## src/design/plbc_pkg.sv

```systemverilog
// ----------------------------------------------------------------------------
// plbc_pkg
// shared widths, command codes, transaction types and duty mapping functions
// ----------------------------------------------------------------------------
`default_nettype none

package plbc_pkg;

  localparam int DUTY_W    = 10;
  localparam int HOLD_W    = 10;
  localparam int DIST_W    = 10;
  localparam int FUNC_W    = 3;
  localparam int CFG_IDX_W = 1;
  localparam int CFG_W     = 10;
  localparam int NUM_LED   = 4;
  localparam int STEP_W    = 5;
  localparam int TOTAL_W   = 12;
  localparam int KIND_W    = 2;
  localparam int QDEPTH    = 2;
  localparam int QPTR_W    = 1;

  localparam logic [DUTY_W-1:0]  FULL_DUTY   = 10'd1000;
  localparam logic [DIST_W-1:0]  NEAR_CM     = 10'd5;
  localparam logic [DIST_W-1:0]  FAR_CM      = 10'd30;
  localparam logic [TOTAL_W-1:0] STEP_PER_CM = 12'd160;

  // input function codes
  localparam logic [FUNC_W-1:0] FN_TICK     = 3'd0;
  localparam logic [FUNC_W-1:0] FN_CLEAR    = 3'd1;
  localparam logic [FUNC_W-1:0] FN_DISTANCE = 3'd2;
  localparam logic [FUNC_W-1:0] FN_OBS_ON   = 3'd3;
  localparam logic [FUNC_W-1:0] FN_OBS_OFF  = 3'd4;
  localparam logic [FUNC_W-1:0] FN_CASCADE  = 3'd5;
  localparam logic [FUNC_W-1:0] FN_FLASH    = 3'd6;

  // config register indexes
  localparam logic [CFG_IDX_W-1:0] CFG_CASCADE_MS = 1'b0;
  localparam logic [CFG_IDX_W-1:0] CFG_FLASH_MS   = 1'b1;

  localparam logic [CFG_W-1:0] CASCADE_MS_RST = 10'd75;
  localparam logic [CFG_W-1:0] FLASH_MS_RST   = 10'd100;

  // command kinds carried from front to back
  localparam logic [KIND_W-1:0] CMD_SINGLE  = 2'd0;
  localparam logic [KIND_W-1:0] CMD_CASCADE = 2'd1;
  localparam logic [KIND_W-1:0] CMD_FLASH   = 2'd2;

  // final step of each pattern
  localparam logic [STEP_W-1:0] CASCADE_LAST = 5'd19;
  localparam logic [STEP_W-1:0] FLASH_LAST   = 5'd10;

  typedef logic [NUM_LED-1:0][DUTY_W-1:0] duty_vec_t;

  typedef struct packed {
    logic [KIND_W-1:0] kind;
    duty_vec_t         duty;
  } cmd_t;

  typedef struct packed {
    duty_vec_t         duty;
    logic [HOLD_W-1:0] hold;
    logic              last;
  } frame_t;

  // all leds full or all off
  function automatic duty_vec_t all_duty(input logic on);
    duty_vec_t res;
    for (int i = 0; i < NUM_LED; i++) begin
      res[i] = on ? FULL_DUTY : '0;
    end
    return res;
  endfunction

  // distance to bar graph, led4 fills first
  function automatic duty_vec_t bar_map(input logic [DIST_W-1:0] dist_cm);
    duty_vec_t           res;
    logic [TOTAL_W-1:0]  total;
    logic [TOTAL_W-1:0]  full_ext;
    full_ext = TOTAL_W'(FULL_DUTY);
    total    = '0;
    res      = '0;
    if (dist_cm > FAR_CM) begin
      res = '0;
    end else if (dist_cm <= NEAR_CM) begin
      res = all_duty(1'b1);
    end else begin
      total = TOTAL_W'(FAR_CM - dist_cm) * STEP_PER_CM;
      for (int i = NUM_LED - 1; i >= 0; i--) begin
        if (total > full_ext) begin
          res[i] = FULL_DUTY;
          total  = total - full_ext;
        end else begin
          res[i] = DUTY_W'(total);
          total  = '0;
        end
      end
    end
    return res;
  endfunction

  // lit led of each cascade sweep step, led1 is bit 0
  function automatic logic [NUM_LED-1:0] sweep_mask(input logic [STEP_W-1:0] step);
    logic [NUM_LED-1:0] mask;
    case (step) inside
      5'd1, 5'd7, 5'd13:             mask = 4'b0001;
      5'd2, 5'd6, 5'd8, 5'd12, 5'd14, 5'd18: mask = 4'b0010;
      5'd3, 5'd5, 5'd9, 5'd11, 5'd15, 5'd17: mask = 4'b0100;
      5'd4, 5'd10, 5'd16:            mask = 4'b1000;
      default:                       mask = 4'b0000;
    endcase
    return mask;
  endfunction

endpackage

`default_nettype wire

```

## src/design/plbc_front.sv

```systemverilog
// ----------------------------------------------------------------------------
// plbc_front
// accepts commands, keeps obstacle, blink and saved duty state, and queues
// the frame work that each command causes
// ----------------------------------------------------------------------------
`default_nettype none

module plbc_front
  import plbc_pkg::*;
(
  input  wire logic              clk,
  input  wire logic              rst_n,
  input  wire logic              in_push,
  input  wire logic [FUNC_W-1:0] in_func,
  input  wire logic [DIST_W-1:0] in_distance_cm,
  output logic                   in_full,
  input  wire logic              q_full,
  output logic                   q_push,
  output cmd_t                   q_cmd
);

  logic      obstacle_r, obstacle_nxt;
  logic      blink_r, blink_nxt;
  duty_vec_t saved_r, saved_nxt;
  duty_vec_t map;
  logic      accept;

  assign in_full = q_full;
  assign accept  = in_push & ~q_full;
  assign map     = bar_map(in_distance_cm);

  // command decode and state update
  always_comb begin
    obstacle_nxt = obstacle_r;
    blink_nxt    = blink_r;
    saved_nxt    = saved_r;
    q_push       = 1'b0;
    q_cmd.kind   = CMD_SINGLE;
    q_cmd.duty   = saved_r;
    if (accept) begin
      unique case (in_func)
        FN_TICK: begin
          if (obstacle_r) begin
            blink_nxt  = ~blink_r;
            q_push     = 1'b1;
            q_cmd.duty = all_duty(~blink_r);
          end
        end
        FN_CLEAR: begin
          saved_nxt = '0;
          if (!obstacle_r) begin
            q_push     = 1'b1;
            q_cmd.duty = '0;
          end
        end
        FN_DISTANCE: begin
          saved_nxt = map;
          if (!obstacle_r) begin
            q_push     = 1'b1;
            q_cmd.duty = map;
          end
        end
        FN_OBS_ON: begin
          obstacle_nxt = 1'b1;
        end
        FN_OBS_OFF: begin
          obstacle_nxt = 1'b0;
          q_push       = 1'b1;
        end
        FN_CASCADE: begin
          obstacle_nxt = 1'b0;
          q_push       = 1'b1;
          q_cmd.kind   = CMD_CASCADE;
        end
        FN_FLASH: begin
          obstacle_nxt = 1'b0;
          q_push       = 1'b1;
          q_cmd.kind   = CMD_FLASH;
        end
        default: begin
        end
      endcase
    end
  end

  // state registers
  always_ff @(posedge clk) begin
    if (!rst_n) begin
      obstacle_r <= 1'b0;
      blink_r    <= 1'b0;
      saved_r    <= '0;
    end else begin
      obstacle_r <= obstacle_nxt;
      blink_r    <= blink_nxt;
      saved_r    <= saved_nxt;
    end
  end

endmodule

`default_nettype wire

```

## src/design/plbc_cmdq.sv

```systemverilog
// ----------------------------------------------------------------------------
// plbc_cmdq
// short command queue between the front and the back
// ----------------------------------------------------------------------------
`default_nettype none

module plbc_cmdq
  import plbc_pkg::*;
(
  input  wire logic clk,
  input  wire logic rst_n,
  input  wire logic push,
  input  wire cmd_t wr_cmd,
  output logic      full,
  input  wire logic pop,
  output logic      empty,
  output cmd_t      rd_cmd
);

  cmd_t              mem [QDEPTH];
  logic [QPTR_W-1:0] wr_ptr_r, wr_ptr_nxt;
  logic [QPTR_W-1:0] rd_ptr_r, rd_ptr_nxt;
  logic [QPTR_W:0]   count_r, count_nxt;

  assign full   = count_r == (QPTR_W + 1)'(QDEPTH);
  assign empty  = count_r == '0;
  assign rd_cmd = mem[rd_ptr_r];

  // pointer and fill count
  always_comb begin
    wr_ptr_nxt = push ? QPTR_W'(wr_ptr_r + 1'b1) : wr_ptr_r;
    rd_ptr_nxt = pop ? QPTR_W'(rd_ptr_r + 1'b1) : rd_ptr_r;
    count_nxt  = count_r;
    if (push && !pop) begin
      count_nxt = (QPTR_W + 1)'(count_r + 1'b1);
    end else if (!push && pop) begin
      count_nxt = (QPTR_W + 1)'(count_r - 1'b1);
    end
  end

  always_ff @(posedge clk) begin
    if (!rst_n) begin
      wr_ptr_r <= '0;
      rd_ptr_r <= '0;
      count_r  <= '0;
    end else begin
      wr_ptr_r <= wr_ptr_nxt;
      rd_ptr_r <= rd_ptr_nxt;
      count_r  <= count_nxt;
    end
  end

  // storage write
  always_ff @(posedge clk) begin
    if (push) begin
      mem[wr_ptr_r] <= wr_cmd;
    end
  end

endmodule

`default_nettype wire

```

## src/design/plbc_back.sv

```systemverilog
// ----------------------------------------------------------------------------
// plbc_back
// frame sequencer: turns queued commands into timed frames in an output
// register, one per cycle while unstalled; holds the step time config registers
// ----------------------------------------------------------------------------
`default_nettype none

module plbc_back
  import plbc_pkg::*;
(
  input  wire logic                 clk,
  input  wire logic                 rst_n,
  input  wire logic                 cfg_we,
  input  wire logic [CFG_IDX_W-1:0] cfg_index,
  input  wire logic [CFG_W-1:0]     cfg_wdata,
  input  wire logic                 q_empty,
  input  wire cmd_t                 q_cmd,
  output logic                      q_pop,
  input  wire logic                 out_pop,
  output logic                      out_empty,
  output frame_t                    out_frame
);

  logic [CFG_W-1:0]  cascade_ms_r, cascade_ms_nxt;
  logic [CFG_W-1:0]  flash_ms_r, flash_ms_nxt;
  logic              busy_r, busy_nxt;
  cmd_t              cur_r, cur_nxt;
  logic [STEP_W-1:0] step_r, step_nxt;
  logic              out_valid_r, out_valid_nxt;
  frame_t            out_frame_r, out_frame_nxt;

  cmd_t               cmd;
  logic [STEP_W-1:0]  step;
  logic [NUM_LED-1:0] mask;
  frame_t             frame;
  logic               load;

  assign out_empty = ~out_valid_r;
  assign out_frame = out_frame_r;

  // config writes
  always_comb begin
    cascade_ms_nxt = cascade_ms_r;
    flash_ms_nxt   = flash_ms_r;
    if (cfg_we) begin
      unique case (cfg_index)
        CFG_CASCADE_MS: cascade_ms_nxt = cfg_wdata;
        CFG_FLASH_MS:   flash_ms_nxt   = cfg_wdata;
        default: begin
        end
      endcase
    end
  end

  // current command and step, straight from the queue when idle
  assign cmd  = busy_r ? cur_r : q_cmd;
  assign step = busy_r ? step_r : '0;
  assign mask = sweep_mask(step);
  assign load = (busy_r | ~q_empty) & (~out_valid_r | out_pop);

  // frame generation
  always_comb begin
    frame.duty = cmd.duty;
    frame.hold = '0;
    frame.last = 1'b1;
    unique case (cmd.kind)
      CMD_CASCADE: begin
        if (step == '0) begin
          frame.duty = '0;
          frame.last = 1'b0;
        end else if (step != CASCADE_LAST) begin
          for (int i = 0; i < NUM_LED; i++) begin
            frame.duty[i] = mask[i] ? FULL_DUTY : '0;
          end
          frame.hold = cascade_ms_r;
          frame.last = 1'b0;
        end
      end
      CMD_FLASH: begin
        if (step != FLASH_LAST) begin
          frame.duty = all_duty(~step[0]);
          frame.hold = flash_ms_r;
          frame.last = 1'b0;
        end
      end
      default: begin
      end
    endcase
  end

  // sequencer and output register control
  always_comb begin
    busy_nxt      = busy_r;
    cur_nxt       = cur_r;
    step_nxt      = step_r;
    out_frame_nxt = out_frame_r;
    out_valid_nxt = out_valid_r & ~out_pop;
    q_pop         = load & ~busy_r;
    if (load) begin
      out_frame_nxt = frame;
      out_valid_nxt = 1'b1;
      if (!busy_r) begin
        cur_nxt = q_cmd;
      end
      if (frame.last) begin
        busy_nxt = 1'b0;
      end else begin
        busy_nxt = 1'b1;
        step_nxt = STEP_W'(step + 1'b1);
      end
    end
  end

  always_ff @(posedge clk) begin
    if (!rst_n) begin
      cascade_ms_r <= CASCADE_MS_RST;
      flash_ms_r   <= FLASH_MS_RST;
      busy_r       <= 1'b0;
      step_r       <= '0;
      out_valid_r  <= 1'b0;
    end else begin
      cascade_ms_r <= cascade_ms_nxt;
      flash_ms_r   <= flash_ms_nxt;
      busy_r       <= busy_nxt;
      step_r       <= step_nxt;
      out_valid_r  <= out_valid_nxt;
    end
  end

  // payload registers
  always_ff @(posedge clk) begin
    cur_r       <= cur_nxt;
    out_frame_r <= out_frame_nxt;
  end

endmodule

`default_nettype wire

```

## src/design/proximity_led_bar_controller.sv

```systemverilog
// ----------------------------------------------------------------------------
// proximity_led_bar_controller
// Command events in (in_push/in_full), LED duty frames out (out_empty/out_pop),
// step times written through cfg_we/cfg_index/cfg_wdata by the user between
// transactions; the block does not enforce this. A command is taken whenever
// in_full is low; the front updates obstacle, blink and saved duty state at once
// and queues the frame work in a two-entry command queue. The back sequencer
// emits one frame per cycle into an output register while it is empty or
// popped; a command's first frame goes through the queue, then that register.
// Single-frame commands sustain one per cycle; a cascade occupies the sequencer
// for 20 frames and a flash for 11, so in_full rises once two commands wait
// behind it. When out_pop stays low the frame holds and the queue fills, then
// in_full goes high. Synchronous reset (rst_n low) clears the state, empties
// the queue and the output register and loads step times of 75 and 100 ms.
// ----------------------------------------------------------------------------
`default_nettype none

module proximity_led_bar_controller
  import plbc_pkg::*;
(
  input  wire logic                 clk,
  input  wire logic                 rst_n,
  input  wire logic                 in_push,
  input  wire logic [FUNC_W-1:0]    in_func,
  input  wire logic [DIST_W-1:0]    in_distance_cm,
  output logic                      in_full,
  output logic                      out_empty,
  input  wire logic                 out_pop,
  output logic [DUTY_W-1:0]         out_led1_duty,
  output logic [DUTY_W-1:0]         out_led2_duty,
  output logic [DUTY_W-1:0]         out_led3_duty,
  output logic [DUTY_W-1:0]         out_led4_duty,
  output logic [HOLD_W-1:0]         out_hold_ms,
  output logic                      out_last_frame,
  input  wire logic                 cfg_we,
  input  wire logic [CFG_IDX_W-1:0] cfg_index,
  input  wire logic [CFG_W-1:0]     cfg_wdata
);

  logic   q_push, q_full, q_pop, q_empty;
  cmd_t   q_wr_cmd, q_rd_cmd;
  frame_t frame;

  // front: accept and classify
  plbc_front u_front (
    .clk            (clk),
    .rst_n          (rst_n),
    .in_push        (in_push),
    .in_func        (in_func),
    .in_distance_cm (in_distance_cm),
    .in_full        (in_full),
    .q_full         (q_full),
    .q_push         (q_push),
    .q_cmd          (q_wr_cmd)
  );

  // command queue
  plbc_cmdq u_cmdq (
    .clk    (clk),
    .rst_n  (rst_n),
    .push   (q_push),
    .wr_cmd (q_wr_cmd),
    .full   (q_full),
    .pop    (q_pop),
    .empty  (q_empty),
    .rd_cmd (q_rd_cmd)
  );

  // back: frame sequencer
  plbc_back u_back (
    .clk       (clk),
    .rst_n     (rst_n),
    .cfg_we    (cfg_we),
    .cfg_index (cfg_index),
    .cfg_wdata (cfg_wdata),
    .q_empty   (q_empty),
    .q_cmd     (q_rd_cmd),
    .q_pop     (q_pop),
    .out_pop   (out_pop),
    .out_empty (out_empty),
    .out_frame (frame)
  );

  // result fields
  assign out_led1_duty  = frame.duty[0];
  assign out_led2_duty  = frame.duty[1];
  assign out_led3_duty  = frame.duty[2];
  assign out_led4_duty  = frame.duty[3];
  assign out_hold_ms    = frame.hold;
  assign out_last_frame = frame.last;

endmodule

`default_nettype wire

```

## config.mk

```make
export PLATFORM = sky130hd
export DESIGN_NAME = proximity_led_bar_controller
export DESIGN_NICKNAME = d
export VERILOG_FILES = /design/src/design/plbc_pkg.sv /design/src/design/plbc_front.sv /design/src/design/plbc_cmdq.sv /design/src/design/plbc_back.sv /design/src/design/proximity_led_bar_controller.sv
export SDC_FILE = /design/constraint.sdc
export NUM_CORES = 1
export LEC_CHECK = 0
export BUFFER_PORTS_ARGS = -buffer_cell sky130_fd_sc_hd__buf_2
export CELL_PAD_IN_SITES_DETAIL_PLACEMENT = 0
export CELL_PAD_IN_SITES_GLOBAL_PLACEMENT = 1
export CORE_MARGIN = 4
export CORE_UTILIZATION = 43
export DETAILED_ROUTE_END_ITERATION = 6
export PLACE_DENSITY_LB_ADDON = 0.1
export SLEW_MARGIN = 25
export SYNTH_ARGS = -nofsm -noshare
export SYNTH_HDL_FRONTEND = slang
export SYNTH_SLANG_ARGS = --single-unit
```

## constraint.sdc

```tcl
create_clock -name clk -period 6.11 [get_ports clk]
set_input_delay 0.3055 -clock clk [delete_from_list [all_inputs] [get_ports clk]]
set_output_delay 0.3055 -clock clk [all_outputs]
set_load 0.02 [all_outputs]
```

Word level (Yosys, flattened, before mapping)
Memories as Yosys holds them, arrays and structs flattened. A register that Yosys moved wholly into a read port is not among the register bits.
Index checks and enable logic that the tools add are counted.

word-level totals
  register bits after elaboration = 166
  memories kept = 1
  logic and storage cells = 160
  output and inout bits = 53
  memory bits (writable) = 84

memory list
  memory      depth  bits a word  rd ports  clocked after Yosys merged registers in  write ports  line             RTL
  u_cmdq.mem  2      42           1         1                                        1            plbc_cmdq.sv:20  cmd_t mem [QDEPTH];

operators by class
  equality and inequality tests = 29
  $lt $le $gt $ge = 6
  reduce and logical (&&, ||, !) cells = 22
  multipliers = 1
  multiplexer cells = 53
  bitwise gates (word level) = 14
  add/sub/neg operators = 9

operator list
  operator                                                          count
  2-to-1 mux 40 bit                                                 6
  one-hot mux 40 bit (3 select lines)                               1
  2-to-1 mux 10 bit                                                 11
  2-to-1 mux 12 bit                                                 9
  2-to-1 mux 51 bit                                                 2
  one-hot mux 51 bit (2 select lines)                               1
  2-to-1 mux 42 bit                                                 2
  one-hot mux 40 bit (2 select lines)                               1
  > comparator 12 x 10 -> 1 bit (second input constant)             4
  equality test 5 x 4 -> 1 bit (second input constant)              8
  subtractor 12 x 10 -> 12 bit (second input constant)              3
  equality test 5 x 3 -> 1 bit (second input constant)              4
  2-to-1 mux 4 bit                                                  4
  equality test 5 bit (second input constant)                       3
  multiplier 12 x 3 -> 7 bit (second input constant)                1
  OR reduction 6 bit                                                2
  subtractor 5 x 10 -> 11 bit (first input constant)                1
  equality test 5 x 2 -> 1 bit (second input constant)              2
  > comparator 10 x 5 -> 1 bit (second input constant)              1
  less-or-equal comparator 10 x 3 -> 1 bit (second input constant)  1
  2-to-1 mux 1 bit                                                  10
  AND reduction 2 bit                                               5
  equality test 3 bit (second input constant)                       3
  OR reduction 3 bit                                                3
  27 further kinds                                                  46

Depth between registers and ports, before layout
  depth after elaboration = 21
  depth in mapped cells = 18
  depth with buffers taken out = 16

Cells and area by module
From an unflattened synthesis, not the netlist that was laid out.

second synthesis, totals
  cell total of the unflattened synthesis = 897
  area total of the unflattened synthesis = 11013.1 µm²

modules (own cells, without submodules)
  module      area an instance (µm²)  cells each  instances  seq. area each (µm²)
  plbc_back   5367.6                  440         1          3333.2
  plbc_cmdq   3241.9                  153         1          2622.5
  plbc_front  2403.6                  304         1          560.5

Least setup slack after synthesis
OpenSTA, ideal clock, no wires.

  path type = reg2reg
  start = reg u_back.busy_r
  end = reg u_cmdq.count_r[1]
  setup time = 76 ps
  buffers on the path = 2
  data arrival time = 6177 ps
  path slack = -143 ps
  period minus slack after synthesis = 6253 ps
  stages on the path, launching flop included = 9
  cells stage by stage = dfxtp_1 > buf_2 > clkbuf_1 > nor3_1 > nor2_1 > nand2_1 > ha_1 > or3_1 > a21boi_0

on the way
  longest elaborated chain between the ends = 6

ends and longest elaborated chain
  what                                                    line              RTL
  start, declared                                         plbc_back.sv:26   logic busy_r, busy_nxt;
  start signal, assigned                                  plbc_back.sv:124  busy_r <= busy_nxt;
  bitwise OR 1 bit (*)                                    plbc_back.sv:59   assign load = (busy_r | ~q_empty) & (~out_valid_r | out_pop);
  AND 1 bit (*)                                           plbc_back.sv:59
  via u_back.load                                         plbc_back.sv:36   logic load;
  AND 1 bit (*)                                           plbc_back.sv:98   q_pop = load & ~busy_r;
  logical NOT 1 bit                                       plbc_cmdq.sv:34   if (push && !pop) begin
  logical AND 1 bit                                       plbc_cmdq.sv:34
  2-to-1 mux 2 bit or nonzero test 2 bit (tied branches)  --
  end signal, assigned                                    plbc_cmdq.sv:49   count_r <= count_nxt;
  end, declared                                           plbc_cmdq.sv:23   logic [QPTR_W:0] count_r, count_nxt;

Mark *: on every way through the listed nets, which the timed path passes. The rest lies on a longest branch.
A chain may end at the register's enable or synchronous reset.

==> summary.txt <==
post-synth top area cell = edfxtp_1
Final min period = 3919 ps
post-CTS setup buffer count = 0
synthesized flop and latch total = 209
gpl congestion = 0.8641
CTS tree = built
CP endpoint kind = flop
hold_ws = 33.32 ps
total gr overflow = 0
synthesized cell area = 9752 sq um
Setup TNS Final = 0 ps
share of cells above drive strength 1 = 0.1429
Max clock buf depth = 3
Initial Utilization = 0.4414
FMAX = 0.2552 GHz
final period utilization = 0.6414
Mapped Nets = 927
die height = 158.6 um
number of synthesized flops with an enable pin = 149
# nets final = 997
Netlist cell types = 71
DRT Pass-1 Iters = 5
Slew Limit Fails = 0
metal3 WL = 1.271 mm
CTS H-tree depth = 1
Core Area = 22090 sq um
area grow syn2layout = 14.91%
final-report hold violation count = 0
crit-path max FO = 13
asr flop ratio synth = 0
status = finished, final reports clean
root buffer cell = clkbuf_16
Die X-Extent = 158.6 um
wirelength, routed = 22.72 mm
Main synth FF type = edfxtp_1
Antenna diodes = 0
clock-pin slew on the worst setup and hold paths = 60 ps
CP Buf/Inv Count = 1
Core Rows = 54
Initial DRC Count = 540
CP startpoint kind = input pin
CP max stage cell = nand2_1
Worst Hold Class = in2reg
Slew @ Worst Pin = 1093 ps
DR vias = 6971
clock latency on the worst-skew pair = 510 ps
Arrival @ worst endpoint = 4260 ps
vias per std cell = 5.595
Max VDD drop = 0.0002049 V
first-pass GRT wire length = 36.18 mm
post-synth top area share = 0.4588
Setup Skew = 22.56 ps
Antenna Nets Post-Route = 0
clock sinks = 209
post-synthesis cell count = 879
total of max-cap violations = 0
Slew HR = 0.2647
cell mode on critical path = ha_1
IO Pins = 82
Top delay family on crit path = simple AND/OR/NAND/NOR gates
I/O Buffers = 81
routed len/inst = 18.24 um
vias in the first global route = 6703
die area = 25150 sq um
top cells by area, synth = edfxtp_1 (46%), dfxtp_1 (12%), nand2_1 (4.3%)
Critical Path RT = 6450 ps
DR DRC count = 0
Total GRT Usage = 0.1804
Seq/Total Area, Yosys = 0.5820
Tot Pwr = 5.412 mW
Leakage = 4.168 nW
P per Cell Area = 483.0 nW/um^2
antenna violations before repair = 0
most frequent cells in the layout = edfxtp_1 (149), nand2_1 (112), buf_2 (81)
Critical Setup Path Class = in2reg
WL met2 = 10.15 mm
DR top layer = met4
M1 wire length = 10.76 mm
Final setup viols = 0
commonest non-fill, non-tap cell in the layout = edfxtp_1
cell-by-cell trace of the critical path = buf_2, ha_1, and3_4, xnor2_1, ha_1, ha_1, a21oi_1, a21o_1, nand3_1, nand2_1, nor2_1, ha_1, o21ai_0, and3_1, nand3_1, a32o_1, nor2_1
number of buffers created by CTS = 23
RSZ-0062 raised after global routing = false
Worst path max stage delay = 420 ps
Synth Area per Inst = 11.09 sq um
Syn. warnings = 0
largest net degree at the start of global routing = 84
DP HPWL = 15.74 mm
==> per-layer routing <==
layer  vias up  GRT usage
met3        39    0.02827
met5         -          0
met1      3354     0.2627
met4         0    0.05443
met2       207     0.2793
li1       3371          -
==> state kept, by name (all words and copies together), names as in the netlist, named ones only <==
register / flops
u_back.flash_ms_r: 10
u_cmdq.mem: 56
u_back.cur_r: 42
u_back.out_frame: 51
u_back.busy_r: 1
u_cmdq.rd_ptr_r: 1
u_back.step_r: 5
u_back.out_valid_r: 1
u_front.saved_r: 26
u_front.obstacle_r: 1
u_cmdq.count_r: 2
u_front.blink_r: 1
u_back.cascade_ms_r: 10
u_cmdq.wr_ptr_r: 1
==> logic make-up (layout without fill, tap and decap cells) <==
kind of cell | Yosys count | after routing | synth area share
multiplexers | 30 | 30 | 0.03092
AO/OA/AOI/OAI | 230 | 230 | 0.1647
XOR/XNOR | 18 | 18 | 0.01758
flip-flops | 209 | 209 | 0.5820
AND/OR/NAND/NOR | 286 | 286 | 0.1433
adder cells (fa/ha/maj) | 20 | 20 | 0.02617
buffers and inverters | 86 | 173 | 0.03528
==> power by group <==
group          switching, mW  internal (mW)
sequential             0.133           2.14
clock                  0.534          0.857
combinational           1.23          0.518
total                   1.90           3.51
==> tightest hold or removal path, stage by stage <==
cell and delay (ps):
buf_2 90, nand2_1 40, nand3_1 60
==> layout make-up <==
cell class / count / area, sq um
fill: 2010 / 10890
sequential: 209 / 5677
timing repair buffer: 95 / 525.5
clock inverter: 10 / 130.1
inverter: 36 / 135.1
multi-input combinational: 584 / 3749
tap: 280 / 350.3
clock buffer: 32 / 639.4
==> stage by stage <==
| stage | setup WS, ps | utilization | instances | area [sq um] |
|---|---|---|---|---|
| floorplan | 1572 | - | 879 | 9754 |
| global placement | 1930 | 0.4702 | 1200 | 10390 |
| detailed placement | 1817 | 0.4708 | 1201 | 10400 |
| CTS | 2335 | 0.5070 | 1246 | 11200 |
| global route | 1922 | 0.5072 | 1246 | 11210 |
| finish | 2191 | 0.5072 | 1246 | 11210 |
==> synth_stat cells (6+ instances only) <==
cell and count:
inv_1 36, buf_2 8, a21o_1 10, ha_1 18, nand2_1 112, nor2b_1 12, o21a_1 23, mux2i_1 29
xor2_1 6, and2_1 45, edfxtp_1 149, nand3_1 27, xnor2_1 11, a21boi_0 22, nor2_1 42, o21ai_0 62
a22oi_1 12, a21oi_1 28, dfxtp_1 60, a22o_1 8, a221o_1 14, nand4_1 7, clkbuf_1 38, nor3_1 11
==> final timing paths <==
check | start | end | slack (ps) | cells past startpoint
worst max-delay path | in_distance_cm[0] | u_cmdq.mem[1][6] | 2190 | 17
worst min-delay path | cfg_wdata[0] | u_back.cascade_ms_r[0] | 30 | 3
worst max register to register | flop | u_back.out_frame[28] | 2520 | 11
worst min register to register | u_front.saved_r[9] | u_front.saved_r[9] | 460 | 2
==> repair_timing <==
| action | CTS | global route |
|---|---|---|
| hold endpoints to repair | 4 | 0 |
| resized for setup | 0 | 0 |
| hold buffers | 3 | 0 |
Note: power is estimated with default switching activity, not from simulation.
